==> src/rtl/hbfd_pkg.sv <==
// Shared constants, codes and control types of the heartbeat failure detector.
`timescale 1ns / 1ps
package hbfd_pkg;
  localparam int WINDOW = 16;
  localparam int ENDPOINTS = 64;
  localparam int EP_AW = $clog2(ENDPOINTS);
  localparam int PTR_W = (WINDOW > 1) ? $clog2(WINDOW) : 1;
  localparam int CNT_W = $clog2(WINDOW + 1);
  localparam int TIME_W = 32;
  localparam int SUM_W = TIME_W + CNT_W;
  localparam int META_W = CNT_W + PTR_W + SUM_W;
  localparam int RING_DEPTH = ENDPOINTS * WINDOW;
  localparam int RING_AW = $clog2(RING_DEPTH);
  localparam int PHI_W = 20;
  localparam int PHI_FRAC = 12;
  localparam int NUM_W = TIME_W + CNT_W + PHI_FRAC;
  localparam int CMP_W = SUM_W + PHI_W;
  localparam int DIV_CW = $clog2(PHI_W);
  localparam int THR_W = 16;
  localparam int PROD_W = THR_W + PHI_W;
  localparam logic [PHI_W-1:0] PHI_MAX = '1;

  localparam logic [1:0] CMD_REPORT = 2'd0;
  localparam logic [1:0] CMD_INTERPRET = 2'd1;
  localparam logic [1:0] CMD_REMOVE = 2'd2;
  localparam logic [1:0] CMD_FORCE = 2'd3;

  localparam logic [2:0] ST_DONE = 3'd0;
  localparam logic [2:0] ST_ALIVE = 3'd1;
  localparam logic [2:0] ST_CONVICTED = 3'd2;
  localparam logic [2:0] ST_UNKNOWN = 3'd3;
  localparam logic [2:0] ST_PAUSE = 3'd4;

  localparam int CFG_IW = 3;
  localparam logic [CFG_IW-1:0] REG_PHI_THRESHOLD = 3'd0;
  localparam logic [CFG_IW-1:0] REG_PHI_SCALE = 3'd1;
  localparam logic [CFG_IW-1:0] REG_INITIAL_INTERVAL = 3'd2;
  localparam logic [CFG_IW-1:0] REG_MAX_INTERVAL = 3'd3;
  localparam logic [CFG_IW-1:0] REG_MIN_INTERVAL = 3'd4;
  localparam logic [CFG_IW-1:0] REG_MAX_PAUSE = 3'd5;

  localparam logic [THR_W-1:0] RST_PHI_THRESHOLD = 16'd32768;
  localparam logic [THR_W-1:0] RST_PHI_SCALE = 16'd1779;
  localparam logic [TIME_W-1:0] RST_INITIAL_INTERVAL = 32'd2000;
  localparam logic [TIME_W-1:0] RST_MAX_INTERVAL = 32'd2000;
  localparam logic [TIME_W-1:0] RST_MIN_INTERVAL = 32'd1000;
  localparam logic [TIME_W-1:0] RST_MAX_PAUSE = 32'd5000;

  typedef enum logic [9:0] {
    S_IDLE = 10'b0000000001,
    S_READ = 10'b0000000010,
    S_PUSH = 10'b0000000100,
    S_MUL  = 10'b0000001000,
    S_SAT  = 10'b0000010000,
    S_DIV  = 10'b0000100000,
    S_PROD = 10'b0001000000,
    S_CONV = 10'b0010000000,
    S_OUT  = 10'b0100000000,
    S_WAIT = 10'b1000000000
  } state_t;

  typedef struct packed {
    logic load;
    logic decide;
    logic push;
    logic mul;
    logic sat;
    logic div;
    logic prod;
    logic conv;
    logic emit;
  } hbfd_cmd_t;

  typedef struct packed {
    logic go_push;
    logic go_phi;
    logic sat_hit;
    logic div_last;
    logic out_full;
  } hbfd_sts_t;
endpackage

==> src/rtl/hbfd_ctrl.sv <==
// Sequencer state machine of the heartbeat failure detector.
`timescale 1ns / 1ps
module hbfd_ctrl (
  input  logic              clk,
  input  logic              rst,
  input  logic              req_valid,
  output logic              req_ready,
  input  hbfd_pkg::hbfd_sts_t sts,
  output hbfd_pkg::hbfd_cmd_t cmd
);
  hbfd_pkg::state_t state, state_next;

  assign req_ready = (state == hbfd_pkg::S_IDLE);

  always_comb begin
    state_next = state;
    cmd = '0;
    case (state)
      hbfd_pkg::S_IDLE: begin
        if (req_valid) begin
          cmd.load = 1'b1;
          state_next = hbfd_pkg::S_READ;
        end
      end
      hbfd_pkg::S_READ: begin
        cmd.decide = 1'b1;
        if (sts.go_push) begin
          state_next = hbfd_pkg::S_PUSH;
        end else if (sts.go_phi) begin
          state_next = hbfd_pkg::S_MUL;
        end else begin
          state_next = hbfd_pkg::S_OUT;
        end
      end
      hbfd_pkg::S_PUSH: begin
        cmd.push = 1'b1;
        state_next = hbfd_pkg::S_OUT;
      end
      hbfd_pkg::S_MUL: begin
        cmd.mul = 1'b1;
        state_next = hbfd_pkg::S_SAT;
      end
      hbfd_pkg::S_SAT: begin
        cmd.sat = 1'b1;
        state_next = sts.sat_hit ? hbfd_pkg::S_PROD : hbfd_pkg::S_DIV;
      end
      hbfd_pkg::S_DIV: begin
        cmd.div = 1'b1;
        if (sts.div_last) begin
          state_next = hbfd_pkg::S_PROD;
        end
      end
      hbfd_pkg::S_PROD: begin
        cmd.prod = 1'b1;
        state_next = hbfd_pkg::S_CONV;
      end
      hbfd_pkg::S_CONV: begin
        cmd.conv = 1'b1;
        state_next = hbfd_pkg::S_OUT;
      end
      hbfd_pkg::S_OUT: begin
        if (!sts.out_full) begin
          cmd.emit = 1'b1;
          state_next = hbfd_pkg::S_IDLE;
        end else begin
          state_next = hbfd_pkg::S_WAIT;
        end
      end
      hbfd_pkg::S_WAIT: begin
        if (!sts.out_full) begin
          cmd.emit = 1'b1;
          state_next = hbfd_pkg::S_IDLE;
        end
      end
      default: state_next = hbfd_pkg::S_IDLE;
    endcase
  end

  always_ff @(posedge clk) begin
    if (rst) begin
      state <= hbfd_pkg::S_IDLE;
    end else begin
      state <= state_next;
    end
  end
endmodule

==> config.mk <==
export PLATFORM = sky130hd
export DESIGN_NAME = hbfd_ctrl
export DESIGN_NICKNAME = d
export VERILOG_FILES = /design/src/rtl/hbfd_pkg.sv /design/src/rtl/hbfd_ctrl.sv
export SDC_FILE = /design/constraint.sdc
export NUM_CORES = 1
export LEC_CHECK = 0
export ABC_AREA = 1
export BUFFER_PORTS_ARGS = -buffer_cell sky130_fd_sc_hd__clkbuf_2
export CAP_MARGIN = 40
export CELL_PAD_IN_SITES_DETAIL_PLACEMENT = 0
export CELL_PAD_IN_SITES_GLOBAL_PLACEMENT = 1
export CORE_AREA = 2 2 47 49
export CTS_BUF_LIST = sky130_fd_sc_hd__clkbuf_8
export DETAILED_ROUTE_END_ITERATION = 6
export DIE_AREA = 0 0 49 51
export GPL_ROUTABILITY_DRIVEN = 0
export GPL_TIMING_DRIVEN = 0
export PLACE_DENSITY_LB_ADDON = 0.1
export SETUP_SLACK_MARGIN = 0.3
export SLEW_MARGIN = 20
export SYNTH_ARGS = -nofsm -noshare
export SYNTH_HDL_FRONTEND = slang
export SYNTH_SLANG_ARGS = --single-unit
==> constraint.sdc <==
create_clock -name clk -period 1.4 [get_ports clk]
set_input_delay 0.35 -clock clk [delete_from_list [all_inputs] [get_ports clk]]
set_output_delay 0.35 -clock clk [all_outputs]
set_load 0.05 [all_outputs]
==> results of run 1 <==
==> per-stage QoR <==
stage	total power [mW]	worst slack [ns]	utilization [%]	hold slack [ns]	cell area (sq um)
finish	1.87	-0.302	58.6	0.347	1210
global route	2.01	-0.368	58.6	0.358	1210
CTS	1.80	-0.328	55.4	0.299	1140
global placement	1.23	-0.341	43.0	0.534	887
detailed placement	1.24	-0.347	43.0	0.539	887
floorplan	1.09	-0.0365	-	0.420	772
==> synth_stat cells <==
cell	number	area share, %
nor2_2	3	2.9
inv_1	21	12
clkinv_1	2	1.2
o21ai_0	1	0.77
a211oi_1	1	1.2
nand2_1	20	12
nor4_1	1	0.96
a21oi_1	1	0.77
o31ai_1	1	1.2
nor3_1	4	3.1
buf_1	1	0.58
nand4_2	1	1.9
nand4_1	1	0.96
or2_2	1	0.96
o21ai_1	1	0.77
nand3_1	4	3.1
inv_2	3	1.7
nand2_2	7	6.7
nand3_4	1	2.7
nor2_4	2	3.5
nor2_1	16	9.2
dfxtp_1	10	31
nor3_2	1	1.5
==> logic make-up after synthesis <==
kind of cell / after synthesis / share of synthesized area, %
compound gates: 5 / 4.61
buf+inv: 27 / 15.6
flops: 10 / 30.8
simple gates: 62 / 49.0
==> final cells by class <==
class	instances	area (sq um)
Buffer	1	3.75
Clock buffer	4	55.1
Fill cell	206	853
Inverter	26	133
Multi-Input combinational cell	67	507
Sequential cell	10	213
Tap cell	28	35.0
Timing Repair Buffer	26	264
==> per-layer routing <==
metal | routed length (microns) | part of all wire, %
met1 | 721 | 45
met3 | 37 | 2.3
met4 | 12 | 0.74
met2 | 844 | 52
met5 | 0 | 0
==> report_power, final <==
| part | leakage, nW | internal, mW | switching [mW] |
|---|---|---|---|
| combinational | 0.459 | 0.434 | 0.703 |
| clock | 0.0288 | 0.247 | 0.110 |
| sequential | 0.0853 | 0.335 | 0.0451 |
==> repair_timing <==
action	in CTS	in global routing
pin swaps	7	2
setup endpoints to repair	20	20
setup buffers	7	3
gates resized for setup	34	17
==> worst max-delay path by stage <==
stage                   from  endpoint  slack, ns  depth (start not counted)
finish              state[5]    cmd[0]      -0.30                          6
CTS                 state[8]    cmd[0]      -0.33                          6
global route        state[1]    cmd[0]      -0.37                          6
detailed placement  state[8]    cmd[0]      -0.35                          6
floorplan           state[8]    cmd[0]      -0.04                          5
global placement    state[8]    cmd[0]      -0.34                          6
==> run metrics, run 1 <==
status=finished with violations; failing checks=negative setup slack; path depth of the worst reg2reg path=11; most frequent cells in the layout=nand2_1 (13), inv_1 (12), nor2_1 (10), dfxtp_2 (10), buf_4 (9); commonest non-fill, non-tap cell in the layout=nand2_1; Max Cap Violations=0; largest net degree at the start of global routing=9; CTS tree=done; critical path launch point type=flop; Buffers & Inverters on Critical Path=1; Setup violations, final=11; crit share post-route=122%; post-synthesis register bit count=10; Setup WS post-layout=-0.302 ns; vias in the first global route=707; peak supply drop=0.00120 V; Most Frequent Cell on Critical Path=nor2_4; worst hold stages=2; drt first pass iters=4; HP Start=sts[4]; relative max-transition margin=72.6%; area grow syn2layout=86.0%; post-placement cell count=148; Clock Path Buffers=2; Core ar.=0.00206 sq mm; GR Util met1=18.8%; Worst-Skew Late Latency=0.23 ns; Yosys Warn Count=0; RR Startpoint=state[5]; DIE HEIGHT=51 microns; largest stage delay on the critical path=0.33 ns; Worst Path Max Fanout=3; max-slew violations=0; I/O pin cnt=18; # rows=17; Reg clk slew, reported paths=0.05 ns; total CTS buffers=3; via count=700; share of layout cells above drive strength 1=67.2%; DP HPWL=1230 microns; reg2reg end=state[0]; Post-DRT Antenna Nets=0; # DRC=0; CTS sink cnt=10; initial antenna violation count=0; GRT Overall Usage=15.5%; CP arrival=1.35 ns; final std cells w/o fill=162; Crit Path Class=reg -> out; Total Wirelength=1610 microns; Final nets=143; Hold Vio Cnt, Final=0; Ant. Diodes=0; Synth cell types=23; fmax=0.588 GHz; Hold Path Sink=state[3]; # hold bufs at CTS=0; port bufs=16; syn_area_per_cell=6.26 sq um; global-route track usage on met2=26.7%; largest registers=state (10); met3 Use GR=2.05%; R2R setup slack=-0.02 ns; max FFs per register=10; Initial Utilization=31.5%; grt ovf=0; RSZ-0062 raised after global routing=yes; pwr/cell area=1550 mW/mm^2; CP endpoint kind=primary output; Pleak=0.573 nW; crit-path leading delay family=simple AND/OR/NAND/NOR gates; H-tree levels=1; fraction of the yosys area taken by sequential cells=30.8%; Worst Clk Skew=0.00452 ns; Post-Syn Instances=104; Most flops, register=state; syn nets=112; Tmin final=1.70 ns; first-pass GRT wire length=2970 microns; WP data required=1.05 ns; total die area=0.00250 sq mm; initial detailed-routing violation count=6; wire per inst=9.96 microns; setup_tns=-2.52 ns; gr busiest metal=met2; critical path's slowest cell=dfxtp_2; DR vias/cell=4.32; Tightest Pin Transition=0.412 ns; Hold WC Path Type=in -> reg; root buf cell=clkbuf_8; Mapped Area=651 sq um; width of the die=49 microns; crit path cell chain=nor2_4 > nand2_4 > nor2_4 > nand3_2 > o21ai_4 > buf_8
No activity file was read; power rests on OpenSTA's default activity.
==> inputs of run 2 (changes only) <==
--- a/config.mk
+++ b/config.mk
@@ -17,6 +17,7 @@
 export GPL_ROUTABILITY_DRIVEN = 0
 export GPL_TIMING_DRIVEN = 0
 export PLACE_DENSITY_LB_ADDON = 0.1
+export REMOVE_ABC_BUFFERS = 1
 export SETUP_SLACK_MARGIN = 0.3
 export SLEW_MARGIN = 20
 export SYNTH_ARGS = -nofsm -noshare
==> run 2 against run 1 <==
- the run still ends with negative setup slack left
- cell count up 6.2%
- sequential share of layout area down 0.46 points
- clock skew up 0.0039 ns
- hold slack worse by 0.048 ns
- clock power about the same
- critical path depth unchanged
- sequential cell count unchanged
- largest cell class unchanged
- largest power group unchanged
==> run metrics, run 2 (synthesis gave the netlist of run 1 again) <==
Fin Hold WS=0.299 ns (-0.0480 ns); area grow syn2layout=91.0%; Hold Vio Cnt, Final=0 (unchanged); wire per inst=9.98 microns (+0.14%); peak supply drop=0.00146 V (+21%); initial antenna violation count=0 (unchanged); Tightest Pin Transition=0.267 ns (-0.145 ns); fmax=0.587 GHz (-0.15%); Setup violations, final=13 (+2); port bufs=17 (+1); via count=736 (+5.1%); Final nets=153 (+7.0%); RSZ-0062 raised after global routing=yes; Hold WC Path Type=in -> reg; Worst Path Max Fanout=2 (-1); max-slew violations=0 (unchanged); relative max-transition margin=82.0% (+9.5 points); largest registers=state (10); H-tree levels=1 (unchanged); vias in the first global route=721 (+2.0%); # DRC=0 (unchanged); Initial Utilization=31.5% (unchanged); total die area=0.00250 sq mm (unchanged); drt first pass iters=4 (unchanged); DR vias/cell=4.28 (-0.97%); GRT Overall Usage=15.2% (-0.38 points); worst hold stages=2 (unchanged); Most flops, register=state; pwr/cell area=1580 mW/mm^2 (+2.2%); Post-DRT Antenna Nets=0 (unchanged); width of the die=49 microns (unchanged); status=finished with violations; post-placement cell count=148 (unchanged); Tmin final=1.70 ns (+0.00257 ns); Pwr Total=1.97 mW (+5.0%); final std cells w/o fill=172 (+6.2%); grt ovf=0 (unchanged); critical path launch point type=flop; Total Wirelength=1720 microns (+6.3%); DIE HEIGHT=51 microns (unchanged); share of layout cells above drive strength 1=61.8% (-5.4 points); Clock Path Buffers=2 (unchanged); CTS tree=done; first-pass GRT wire length=2900 microns (-2.3%); largest net degree at the start of global routing=9 (unchanged); # rows=17 (unchanged); multi-input logic area=445 sq um (-12%); Setup WS post-layout=-0.305 ns (-0.00257 ns); I/O pin cnt=18 (unchanged); Pleak=0.635 nW (+11%); Ant. Diodes=0 (unchanged); dpl cell area=767 sq um (-14%); root buf cell=clkbuf_8; Worst-Skew Late Latency=0.24 ns (about the same); initial detailed-routing violation count=6 (unchanged); most frequent cells in the layout=inv_1 (16), buf_4 (14), nand2_1 (13); sequential cell area=213 sq um (unchanged); Reg clk slew, reported paths=0.05 ns (about the same); total CTS buffers=3 (unchanged); final core area utilization=60.2% (+1.6 points); CP endpoint kind=primary output; Max Cap Violations=0 (unchanged); CP arrival=1.35 ns (about the same); max FFs per register=10 (unchanged); failing checks=negative setup slack; CTS sink cnt=10 (unchanged); Crit Path Class=reg -> out; fillers=206 (unchanged); Worst Clk Skew=0.00843 ns (+0.00392 ns); WP data required=1.05 ns (about the same); crit share post-route=122% (+0.18 points); path depth of the worst reg2reg path=12 (+1); setup_tns=-2.90 ns (-0.384 ns); Design Area, Final=0.00124 sq mm (+2.7%); Core ar.=0.00206 sq mm (unchanged); Place WS=-0.345 ns (+0.00210 ns); DP HPWL=1190 microns (-2.8%); commonest non-fill, non-tap cell in the layout=inv_1
run 2: metal layers:
layer,track usage (%),wire [microns],vias up,share of wire (%)
met1,18.5,754,328,44
met2,27.4,891,13,52
met5,0,0,-,0
met4,5.71,14,0,0.82
met3,1.75,55,2,3.2
li1,-,-,393,-
run 2: final timing paths:
path	start	endpoint	slack (ns)
worst min-delay path	sts[4]	state[3]	0.30
worst max-delay path	state[8]	cmd[0]	-0.30
worst max register to register	state[8]	state[0]	-0.24
worst min register to register	state[5]	state[5]	0.55
run 2: layout make-up:
type                       count  area share (%)
timing repair buffer          37            31.8
tap                           28            2.82
sequential                    10            17.1
clock buffer                   4            4.43
inverter                      26            7.96
multi-input combinational     67            35.9
run 2: worst max-delay path: stages, from the launching register on:
cell	delay, ns
dfxtp_2	0.33
inv_2	0.04
or2_4	0.23
nor3_4	0.20
nand2_2	0.09
o21ai_2	0.08
buf_8	0.16
run 2: timing repair:
action,4_1_cts,5_1_grt
hold buffers,0,0
gates resized for setup,58,17
setup endpoints to repair,20,20
pin swaps,19,7
setup buffers,19,1
run 2: report_power, final:
part,internal (mW),total [mW],switching [mW]
sequential,0.333,0.377,0.0444
combinational,0.567,1.23,0.663
clock,0.247,0.360,0.113
